===== config.mk =====
export PLATFORM = sky130hd
export DESIGN_NAME = eidt_ram
export DESIGN_NICKNAME = d
export VERILOG_FILES = /design/src/rtl/eidt_ram.sv
export SDC_FILE = /design/constraint.sdc
export NUM_CORES = 1
export LEC_CHECK = 0
export BUFFER_PORTS_ARGS = -buffer_cell sky130_fd_sc_hd__buf_2
export CAP_MARGIN = 20
export CORE_ASPECT_RATIO = 0.7
export CORE_MARGIN = 2
export CORE_UTILIZATION = 65
export CTS_CLUSTER_SIZE = 12
export DETAILED_ROUTE_END_ITERATION = 10
export PLACE_DENSITY = 0.91
export SLEW_MARGIN = 10
export SYNTH_ARGS = -nofsm -noshare
export SYNTH_HDL_FRONTEND = slang
export SYNTH_SLANG_ARGS = --single-unit

===== constraint.sdc =====
create_clock -name clk -period 3.8 [get_ports clk]
set_input_delay 0.76 -clock clk [delete_from_list [all_inputs] [get_ports clk]]
set_output_delay 0.76 -clock clk [all_outputs]
set_load 0.02 [all_outputs]

===== src/rtl/eidt_ram.sv =====
module eidt_ram #(
  parameter int WIDTH = 8,
  parameter int DEPTH = 16,
  localparam int ADDR_W = (DEPTH > 1) ? $clog2(DEPTH) : 1
) (
  input  logic              clk,
  input  logic              wr_en,
  input  logic [ADDR_W-1:0] wr_addr,
  input  logic [WIDTH-1:0]  wr_data,
  input  logic              rd_en,
  input  logic [ADDR_W-1:0] rd_addr,
  output logic [WIDTH-1:0]  rd_data
);

  logic [WIDTH-1:0] mem [DEPTH];

  // Write port
  always_ff @(posedge clk) begin
    if (wr_en) begin
      mem[wr_addr] <= wr_data;
    end
  end

  // Registered read port
  always_ff @(posedge clk) begin
    if (rd_en) begin
      rd_data <= mem[rd_addr];
    end
  end

endmodule


Word level (Yosys, flattened, before mapping)

Memory sizes are Yosys's and may differ from the RTL's. A register that Yosys moved wholly into a read port is not among the register bits.
Cells that the tools add are included.

Register bits after elaboration: 0
Bits in latches: 0
RAM bits: 128
Bits in read-only memories: 0
Input bits: 19
Logic and storage cells: 3
Memories kept: 1

$add $sub $neg: 0
Multiply operators: 0
Divide/modulo/power cells: 0
$lt $le $gt $ge: 0
Equality and inequality tests: 0
Shift operators: 0
Mux-type cells: 2
Bitwise gates (word level): 0
Reduce and logical (&&, ||, !) cells: 0

Memories:

| name | words | width | read ports | clocked after memory_dff | write ports | line | RTL |
|---|---|---|---|---|---|---|---|
| mem  | 16    | 8     | 1          | 1                        | 1           | 15   | `logic [WIDTH-1:0] mem [DEPTH];` |

Operators with widths:

| cell             | number |
|---|---|
| 2-to-1 mux 1 bit | 2 |

Logic depth before layout (Yosys ltp)

Gate-level depths: netlist of the first run.

Depth after elaboration: 2
Mapped depth: 5
Depth with buffers taken out: 3

Least setup slack after synthesis of the first run

OpenSTA, ideal clock, no wires.

Kind: input to register
Start: in wr_addr[2]
End: mem mem[0][0], enable pin
Library setup time: 0.383 ns
Data arrival time: 1.870 ns
Data required time: 3.417 ns
Setup slack: 1.547 ns
Stages on the path: 2
Path through: or3b_2 > nor3_1

RTL lines:

| element            | line | RTL |
|---|---|---|
| start: declaration | 8    | `input logic [ADDR_W-1:0] wr_addr,` |
| end: declaration   | 15   |  |

Straight into the memory's write port.

==> results of run 1 <==
[cell usage after synthesis]
library cell / number / share of area (%)
nor3_1: 4 / 0.38
nor2_1: 13 / 0.93
buf_2: 3 / 0.29
nor2b_1: 1 / 0.12
buf_4: 1 / 0.14
or3b_2: 1 / 0.17
and2b_1: 1 / 0.14
nand3_1: 1 / 0.096
mux4_2: 18 / 7.8
a22oi_1: 16 / 2.3
clkdlybuf4s25_2: 3 / 0.57
and2_1: 1 / 0.12
nand3b_1: 2 / 0.29
edfxtp_1: 136 / 78
mux4_1: 14 / 7.0
buf_6: 3 / 0.65
nand2b_1: 2 / 0.24
nand2_1: 9 / 0.65
[area by class of cell]
type	instances	area [sq um]
clock buffer	21	440
clock inverter	11	106
fill	427	1850
multi-input combinational	83	1060
sequential	136	4080
tap	101	126
timing repair buffer	32	175
[worst reg2reg max path, stage by stage, from the launching register on]
cell	delay, ns
edfxtp_1	0.40
mux4_1	0.54
a22oi_1	0.20
nand2_1	0.07
[registers in the layout (all words and copies together) (netlist names)]
signal and flops:
mem 128, rd_data 8
[metrics by stage]
step / instance area, sq um / util [%]
6_report: 5990 / 76.4
5_1_grt: 5990 / 76.4
4_1_cts: 5990 / 76.4
3_5_place_dp: 5440 / 69.4
3_3_place_gp: 5440 / 69.4
2_1_floorplan: 5230 / -
[worst max path at each step]
| stage | from | endpoint | slack, ns |
|---|---|---|---|
| after floorplan | wr_addr[2] | mem[0][0] | 1.55 |
| after global placement | rd_addr[0] | rd_data[2] | 1.04 |
| after detailed placement | rd_addr[0] | rd_data[2] | 0.98 |
| after CTS | rd_addr[0] | rd_data[2] | 1.45 |
| after global routing | rd_addr[0] | rd_data[3] | 1.34 |
| final | rd_addr[0] | rd_data[2] | 1.46 |
[metal layers]
metal	part of all wire, %	vias up	wire [microns]	global-route usage, %
met5	0	-	0	0
met3	10	22	1010	8.47
li1	-	1067	-	-
met4	1.7	0	171	7.65
met2	48	145	4790	37.9
met1	40	1272	3950	34.7
[power by group]
| part | total (mW) | internal (mW) | switching [mW] |
|---|---|---|---|
| Clock | 1.51 | 0.950 | 0.563 |
| Combinational | 0.155 | 0.0603 | 0.0945 |
| Sequential | 1.70 | 1.69 | 0.00998 |
| Total | 3.37 | 2.70 | 0.667 |
[kinds of logic (layout without fill, tap and decap cells)]
family / Yosys count / in the layout / synth area share [%]
AND/OR/NAND/NOR: 35 / 35 / 3.14
buffers and inverters: 10 / 64 / 1.65
multiplexers: 32 / 32 / 14.8
flip-flops: 136 / 136 / 78.1
AO/OA/AOI/OAI: 16 / 16 / 2.30
==> impl_metrics.csv, run 1 <==
group,metric,value,unit
route,postRouteAntennaNets,0,
status,outcome,"complete, no violations",
layout,num_antenna_cells,0,
die,die_x,111,microns
global_routing,grt_pass1_wl,14.8,mm
layout,layout-drive-gt1-share,26.1,%
global_routing,grt_antenna_before_repair,0,
timing,fin_worst_skew,0.00583,ns
timing,fmax,428,MHz
timing,tightestPinTransition,1.04,ns
placement,gp_congestion,0.805,
clocking,cts_setup_buffers,0,
route,drt-initial-drc-count,375,
yosys,synth_area,5230,sq um
worst_setup_path,crit_family,"buffers and inverters",
min_path,whs_path_depth,1,
route,dr.pass1.iters,5,
timing,hold_violations,0,
worst_setup_path,cp_num_buf_inv,2,
layout,final_cell_mix,"edfxtp_1 (136), buf_2 (26), mux4_2 (18)",
placement,place_worst_setup_slack,0.984,ns
placement,hpwlAfterDp,6.07,mm
clocking,clock_latency,0.41,ns
die,dieHeight,79.0,microns
min_path,hp-class,"in2reg",
worst_setup_path,slowest_stage,"mux4_1",
global_routing,grt_pass1_vias,2504,
clocking,clk_pin_slew_worst_paths,0.05,ns
global_routing,grt_max_degree,33,
route,routed-via-count,2506,
timing,fin_hold_ws,0.719,ns
clocking,numCtsBuffers,17,
worst_setup_path,required,3.96,ns
min_path,min_from,"rd_en",
worst_setup_path,worstSetupPathDepth,5,
worst_setup_path,critical_path_class,"in2reg",
yosys,ys.warnings.count,0,
yosys,syn_avg_cell_area,22.8,sq um
clocking,hold_buffers,0,
timing,period_needed,2.34,ns
clocking,clock-root-buffer,"clkbuf_16",
worst_setup_path,startpoint_type,"input pin",
timing,tns,0,ns
yosys,synth-seq-area-share,78.1,%
clocking,cts_buffer_depth,2,
clocking,cts_tree,"done",
timing,rsz0062_at_grt,"no",
worst_setup_path,critPathArrivalTime,2.50,ns
worst_setup_path,slowest_delay,0.58,ns
layout,layout.nets,289,
clocking,numClockSinks,136,
yosys,ys_types,18,
worst_setup_path,reg2reg_depth,3,
clocking,htreeDepth,4,
worst_setup_path,reg2reg_from,"mem[1][0]",
timing,post-route-period-util,61.5,%
timing,drv_slew,0,
power_and_ir_drop,power_density,563,nW/um^2
worst_setup_path,cp_max_fo,20,
route,wl,9.92,mm
route,route.detailed.drc,0,
timing,setup_violations,0,
global_routing,grt_usage,24.7,%
global_routing,globalRoute.totalOverflow,0,
timing,slew_headroom,30.7,%
die,die_area,8790,sq um
route,wl_per_cell,25.8,microns
clocking,cts_resized,0,
timing,fin_ws,1.46,ns
min_path,hold_end,"rd_data[5]",
job,maxCapViolations,0,
die,io_pins,27,
placement,io_buffers,26,
worst_setup_path,ff2ff_setup_slack,2.32,ns
layout,final_common_cell,"edfxtp_1",
worst_setup_path,end_kind,"register",
die,initial_utilization,66.7,%
die,std_cell_rows,27,
yosys,ys_seq_elements,136,
layout,final_cells,384,
power_and_ir_drop,p_leak,1.99,nW
worst_setup_path,timing.rr.end,"rd_data[0]",
worst_setup_path,path_cells,"buf_2 > buf_4 > mux4_1 > a22oi_1 > nand2_1",
yosys,synth_fp_nets,248,
layout,area_growth,14.6,%
power_and_ir_drop,peakVddDrop,0.498,mV
power_and_ir_drop,power,3.37,mW
placement,dp_cells,352,
die,coreArea,7840,sq um
yosys,netlist_instances,229,
route,via_per_inst,6.53,
Power figures use the tool's default switching activity.
==> run 2, diff against run 1 <==
--- a/config.mk
+++ b/config.mk
@@ -5,14 +5,15 @@
 export SDC_FILE = /design/constraint.sdc
 export NUM_CORES = 1
 export LEC_CHECK = 0
+export ABC_AREA = 1
 export BUFFER_PORTS_ARGS = -buffer_cell sky130_fd_sc_hd__buf_2
 export CAP_MARGIN = 20
 export CORE_ASPECT_RATIO = 0.7
 export CORE_MARGIN = 2
-export CORE_UTILIZATION = 65
+export CORE_UTILIZATION = 55
 export CTS_CLUSTER_SIZE = 12
 export DETAILED_ROUTE_END_ITERATION = 10
-export PLACE_DENSITY = 0.91
+export PLACE_DENSITY = 0.82
 export SLEW_MARGIN = 10
 export SYNTH_ARGS = -nofsm -noshare
 export SYNTH_HDL_FRONTEND = slang
==> constraint.sdc (replaced) <==
create_clock -name clk -period 2.05 [get_ports clk]
set_input_delay 0.41 -clock clk [delete_from_list [all_inputs] [get_ports clk]]
set_output_delay 0.41 -clock clk [all_outputs]
set_load 0.02 [all_outputs]
==> run 2 against run 1 <==
Against the previous run: highest routed layer unchanged; cell area is 14% higher; count of clock-buffer cells in the layout is 4 lower; wire length is 42% higher; clock skew is 0.0012 ns higher; global-route usage is 1.5 points higher; sequential power is 85% higher.
==> impl_metrics.csv, run 2 <==
group,metric,value,unit
yosys,yosys.area_share.simple,20.8,%
worst_setup_path,critical_path_class,"reg2out",
yosys,synth_top_cell_by_area,"edfxtp_1",
placement,io_buffers,26,
global_routing,grt_antenna_before_repair,0,
yosys,synth.area.mux_share,0,%
layout,final_common_cell,"nand2_1",
yosys,synth_fp_nets,570,
die,die_area,11500,sq um
global_routing,grt_max_degree,65,
route,wl_per_cell,19.0,microns
clocking,numClockSinks,136,
die,coreArea,10400,sq um
yosys,synth_area,5850,sq um
clocking,clk_pin_slew_worst_paths,0.06,ns
timing,setup_violations,0,
job,maxCapViolations,0,
global_routing,grt_pass1_vias,3896,
timing,drv_slew,0,
clocking,cts_setup_buffers,0,
power_and_ir_drop,p_leak,2.98,nW
layout,regMostFlops,"mem",
global_routing,grt_pass1_wl,21.9,mm
timing,tns,0,ns
timing,fmax,707,MHz
worst_setup_path,startpoint_type,"register",
die,std_cell_rows,31,
clocking,clock-root-buffer,"clkbuf_16",
yosys,synth_xor_area_share,0,%
layout,final_cell_mix,"nand2_1 (173), edfxtp_1 (136), inv_1 (100)",
die,dieHeight,90.3,microns
yosys,ys.warnings.count,0,
clocking,cts_buffer_depth,2,
yosys,yosys.area.top_type_share,69.8,%
yosys,synth_common_cells,"nand2_1 (173), edfxtp_1 (136), inv_1 (100)",
clocking,hold_buffers,0,
timing,fin_worst_skew,0.00708,ns
global_routing,globalRoute.totalOverflow,0,
placement,gp_congestion,0.952,
die,io_pins,27,
route,drt-initial-drc-count,707,
route,wl,14.1,mm
clocking,numCtsBuffers,17,
yosys,synth_compound_area_share,0,%
global_routing,grt_usage,26.2,%
worst_setup_path,path_cells,"buf_2",
worst_setup_path,slowest_delay,0.41,ns
power_and_ir_drop,peakVddDrop,0.796,mV
yosys,synth-seq-area-share,69.8,%
route,route.detailed.drc,0,
die,die_x,127,microns
min_path,hp-class,"in2reg",
worst_setup_path,ff2ff_setup_slack,0.84,ns
clocking,cts_resized,0,
timing,post-route-period-util,69.0,%
worst_setup_path,required,1.64,ns
yosys,ys_types,11,
power_and_ir_drop,power_density,1020,nW/um^2
yosys,synth_top_family_by_area,"simple AND/OR/NAND/NOR gates",
route,dr.pass1.iters,5,
yosys,netlist_instances,551,
route,routed-via-count,4131,
layout,fill_cells,768,
worst_setup_path,critPathArrivalTime,1.00,ns
layout,layout-drive-gt1-share,13.0,%
worst_setup_path,cp_max_fo,1,
yosys,ys_top_cells_by_area,"edfxtp_1 (70%), nand2_1 (11%), nand3_1 (8.3%), inv_1 (6.4%), buf_6 (1.2%)",
layout,layout.nets,614,
route,postRouteAntennaNets,0,
placement,dp_cells,708,
yosys,synth.most_common_cell,"nand2_1",
timing,period_needed,1.41,ns
clocking,htreeDepth,4,
layout,num_antenna_cells,0,
yosys,syn_avg_cell_area,10.6,sq um
layout,multi_input_area,1210,sq um
clocking,clock_latency,0.42,ns
yosys,synthAdderAreaFrac,0,%
status,outcome,"complete, no violations",
worst_setup_path,slowest_stage,"edfxtp_1",
timing,hold_violations,0,
die,initial_utilization,56.5,%
yosys,ys_async_sr_fraction,0,%
yosys,ys_seq_elements,136,
yosys,synth_edf_count,136,
layout,area_growth,17.0,%
route,via_per_inst,5.58,
timing,tightestPinTransition,0.618,ns
layout,final_cells,740,
clocking,cts_tree,"done",
worst_setup_path,end_kind,"output pin",
layout,largest_reg_flops,128,
worst_setup_path,crit_family,"flip-flops",
layout,ff_latch_area,4080,sq um
yosys,synth-main-ff-cell,"edfxtp_1",
worst_setup_path,cp_num_buf_inv,1,
placement,hpwlAfterDp,8.74,mm
timing,rsz0062_at_grt,"no",
timing,slew_headroom,58.8,%
layout,top_regs,"mem: 128 flops, rd_data: 8 flops",
## run 2: kinds of logic (layout without fill, tap and decap cells)
logic type,count (synthesis),count (layout)
simple gates,289,289
flops,136,136
buf+inv,126,183
## run 2: final timing paths
kind,from,to,cells past startpoint
setup reg to reg,mem[15][6],rd_data[6],6
hold / removal,rd_en,rd_data[6],1
hold reg to reg,mem[14][1],rd_data[1],6
setup / recovery,rd_data[2],rd_data[2],1
## run 2: layout make-up
cell class	count	area share, %
Clock buffer	17	6.22
Multi-Input combinational cell	289	17.7
Tap cell	132	2.41
Sequential cell	136	59.7
Inverter	102	5.60
Timing Repair Buffer	49	4.97
Clock inverter	15	3.37
## run 2: per-stage QoR
stage	util (%)	power [mW]	hold slack (ns)	worst slack [ns]	instance area, sq um
finish	66.1	6.95	0.359	0.636	6840
global route	66.1	7.13	0.350	0.625	6840
CTS	66.1	6.97	0.345	0.625	6840
detailed placement	59.7	3.61	0.747	0.290	6190
global placement	59.7	3.59	0.751	0.333	6190
floorplan	-	3.44	0.509	0.689	5850
## run 2: routing by layer
metal | vias up | global-route usage [%] | part of all wire [%]
met3 | 25 | 6.40 | 11
met1 | 1975 | 40.2 | 43
li1 | 1868 | - | -
met2 | 263 | 35.8 | 44
met4 | 0 | 11.1 | 2.0
met5 | - | 0 | 0
## run 2: where the power goes
part / switching [mW] / leakage, nW / internal, mW / total, mW
Clock: 1.12 / 0.317 / 2.26 / 3.38
Combinational: 0.295 / 1.43 / 0.116 / 0.411
Sequential: 0.0181 / 1.24 / 3.13 / 3.15
==> run 3, diff against run 2 <==
==> constraint.sdc (replaced) <==
create_clock -name clk -period 1.2 [get_ports clk]
set_input_delay 0.24 -clock clk [delete_from_list [all_inputs] [get_ports clk]]
set_output_delay 0.24 -clock clk [all_outputs]
set_load 0.02 [all_outputs]
==> run 3 against run 2 <==
Against the previous run: the flow now finishes with violations (setup timing); core utilization is 1.4 points higher; first-iteration DRC count down 21%; clock power grew 56%; wire length fell by 1.8%; cell area rose by 2.2%; largest cell class unchanged; highest routed layer is now met5.
==> impl_metrics.csv, run 3 (synthesis gave the netlist of run 2 again) <==
group,metric,value,unit
route,postRouteAntennaNets,0,
die,dieHeight,90.3,microns
power_and_ir_drop,p_int,8.89,mW
timing,drv_slew,0,
worst_setup_path,slowest_delay,0.43,ns
route,wl_per_cell,18.4,microns
job,maxCapViolations,0,
layout,utilization,67.5,%
power_and_ir_drop,p_sw_share,22.4,%
timing,rsz0062_at_grt,"yes",
layout,area_growth,19.5,%
worst_setup_path,timing.rr.end,"rd_data[6]",
global_routing,globalRoute.totalOverflow,0,
placement,place_worst_setup_slack,-0.229,ns
power_and_ir_drop,pwr-share-clk,46.1,%
worst_setup_path,crit_family,"flip-flops",
route,route.detailed.drc,0,
power_and_ir_drop,power_density,1640,nW/um^2
placement,io_buffers,26,
power_and_ir_drop,power,11.4,mW
layout,final_common_cell,"nand2_1",
layout,layout.nets,624,
die,io_pins,27,
timing,fin_hold_ws,0.177,ns
clocking,hold_buffers,0,
layout,regMostFlops,"mem",
worst_setup_path,cp_max_fo,1,
clocking,clock-root-buffer,"clkbuf_16",
worst_setup_path,reg2reg_depth,6,
global_routing,grt-busiest-layer,"met1",
route,routed-via-count,4061,
status,violations,"setup timing",
global_routing,grt_pass1_wl,21.4,mm
clocking,numCtsBuffers,17,
layout,final_cells,750,
clocking,clk_pin_slew_worst_paths,0.06,ns
clocking,clock_latency,0.43,ns
timing,slew_headroom,71.8,%
worst_setup_path,end_kind,"output pin",
worst_setup_path,critPathArrivalTime,1.01,ns
global_routing,grt_util_met2,36.0,%
die,die_x,127,microns
global_routing,grtUsageMet1,38.4,%
die,initial_utilization,56.5,%
layout,num_antenna_cells,0,
timing,period_needed,1.25,ns
global_routing,grt_max_degree,55,
worst_setup_path,path_cells,"buf_6",
global_routing,grt_usage,25.7,%
route,via_per_inst,5.41,
route,drt-initial-drc-count,562,
placement,hpwlAfterDp,8.70,mm
placement,dp_cells,718,
layout,final_cell_mix,"nand2_1 (172), edfxtp_1 (136), inv_1 (100)",
power_and_ir_drop,netSwitchingPower,2.56,mW
status,outcome,"complete, but fails checks",
placement,gp_congestion,0.891,
clocking,cts_buffer_depth,2,
worst_setup_path,crit_path_end,"rd_data[1]",
power_and_ir_drop,p_leak,3.03,nW
timing,fmax,800,MHz
die,std_cell_rows,31,
worst_setup_path,ff2ff_setup_slack,0.06,ns
clocking,cts_tree,"done",
worst_setup_path,critical_path_class,"reg2out",
clocking,numClockSinks,136,
timing,setup_violations,4,
die,coreArea,10400,sq um
placement,placed_area,6300,sq um
timing,fin_ws,-0.0507,ns
worst_setup_path,slowest_stage,"edfxtp_1",
worst_setup_path,startpoint_type,"register",
power_and_ir_drop,pwr-share-comb,6.8,%
worst_setup_path,critPathLaunch,"rd_data[1]",
global_routing,grt_pass1_vias,3888,
layout,largest_reg_flops,128,
timing,post-route-period-util,104,%
worst_setup_path,cp_num_buf_inv,1,
power_and_ir_drop,seq_power_share,47.1,%
timing,tightestPinTransition,0.424,ns
worst_setup_path,worstSetupPathDepth,1,
route,wl,13.8,mm
worst_setup_path,required,0.96,ns
global_routing,grt_antenna_before_repair,0,
layout,top_regs,"mem: 128 flops, rd_data: 8 flops",
global_routing,use_met3,8.47,%
clocking,htreeDepth,4,
min_path,whs_path_depth,1,
layout,final_area,6990,sq um
timing,fin_worst_skew,0.00892,ns
timing,hold_violations,0,
timing,tns,-0.160,ns
power_and_ir_drop,peakVddDrop,1.65,mV
route,dr.pass1.iters,5,
worst_setup_path,reg2reg_from,"mem[3][6]",
layout,layout-drive-gt1-share,16.0,%
min_path,hp-class,"in2reg",
die,die_area,11500,sq um
-- run 3: power groups by stage --
| stage | Clock (mW) | Sequential, mW | Combinational, mW |
|---|---|---|---|
| 2_1_floorplan | 0 | 5.50 | 0.375 |
| 3_3_place_gp | 0 | 5.48 | 0.707 |
| 3_5_place_dp | 0 | 5.48 | 0.727 |
| 4_1_cts | 5.33 | 5.39 | 0.751 |
| 5_1_grt | 5.53 | 5.40 | 0.847 |
| 6_report | 5.28 | 5.39 | 0.777 |
-- run 3: how the worst min path moves through the flow --
stage,start,to
finish,rd_en,rd_data[7]
global route,rd_en,rd_data[7]
CTS,rd_en,rd_data[7]
detailed placement,rd_en,rd_data[4]
global placement,rd_en,rd_data[4]
floorplan,wr_data[0],mem[0][0]
-- run 3: what timing repair did --
item / 4_1_cts / 5_1_grt
gates resized for setup: 10 / 14
buffers inserted: 0 / 0
endpoints found under the setup margin: 7 / 13
-- run 3: final cells by class --
| cell class | count | area, sq um |
|---|---|---|
| Fill cell | 747 | 3370 |
| Clock buffer | 18 | 429 |
| Timing Repair Buffer | 59 | 503 |
| Inverter | 102 | 383 |
| Tap cell | 132 | 165 |
| Sequential cell | 136 | 4080 |
| Multi-Input combinational cell | 289 | 1250 |
| Clock inverter | 14 | 174 |
-- run 3: layer usage --
| metal | share of wire [%] | wire, microns | vias to the layer above |
|---|---|---|---|
| li1 | - | - | 1898 |
| met1 | 44 | 6030 | 1893 |
| met4 | 1.5 | 209 | 2 |
| met5 | 0.21 | 29 | - |
| met3 | 12 | 1600 | 25 |
| met2 | 43 | 5930 | 243 |
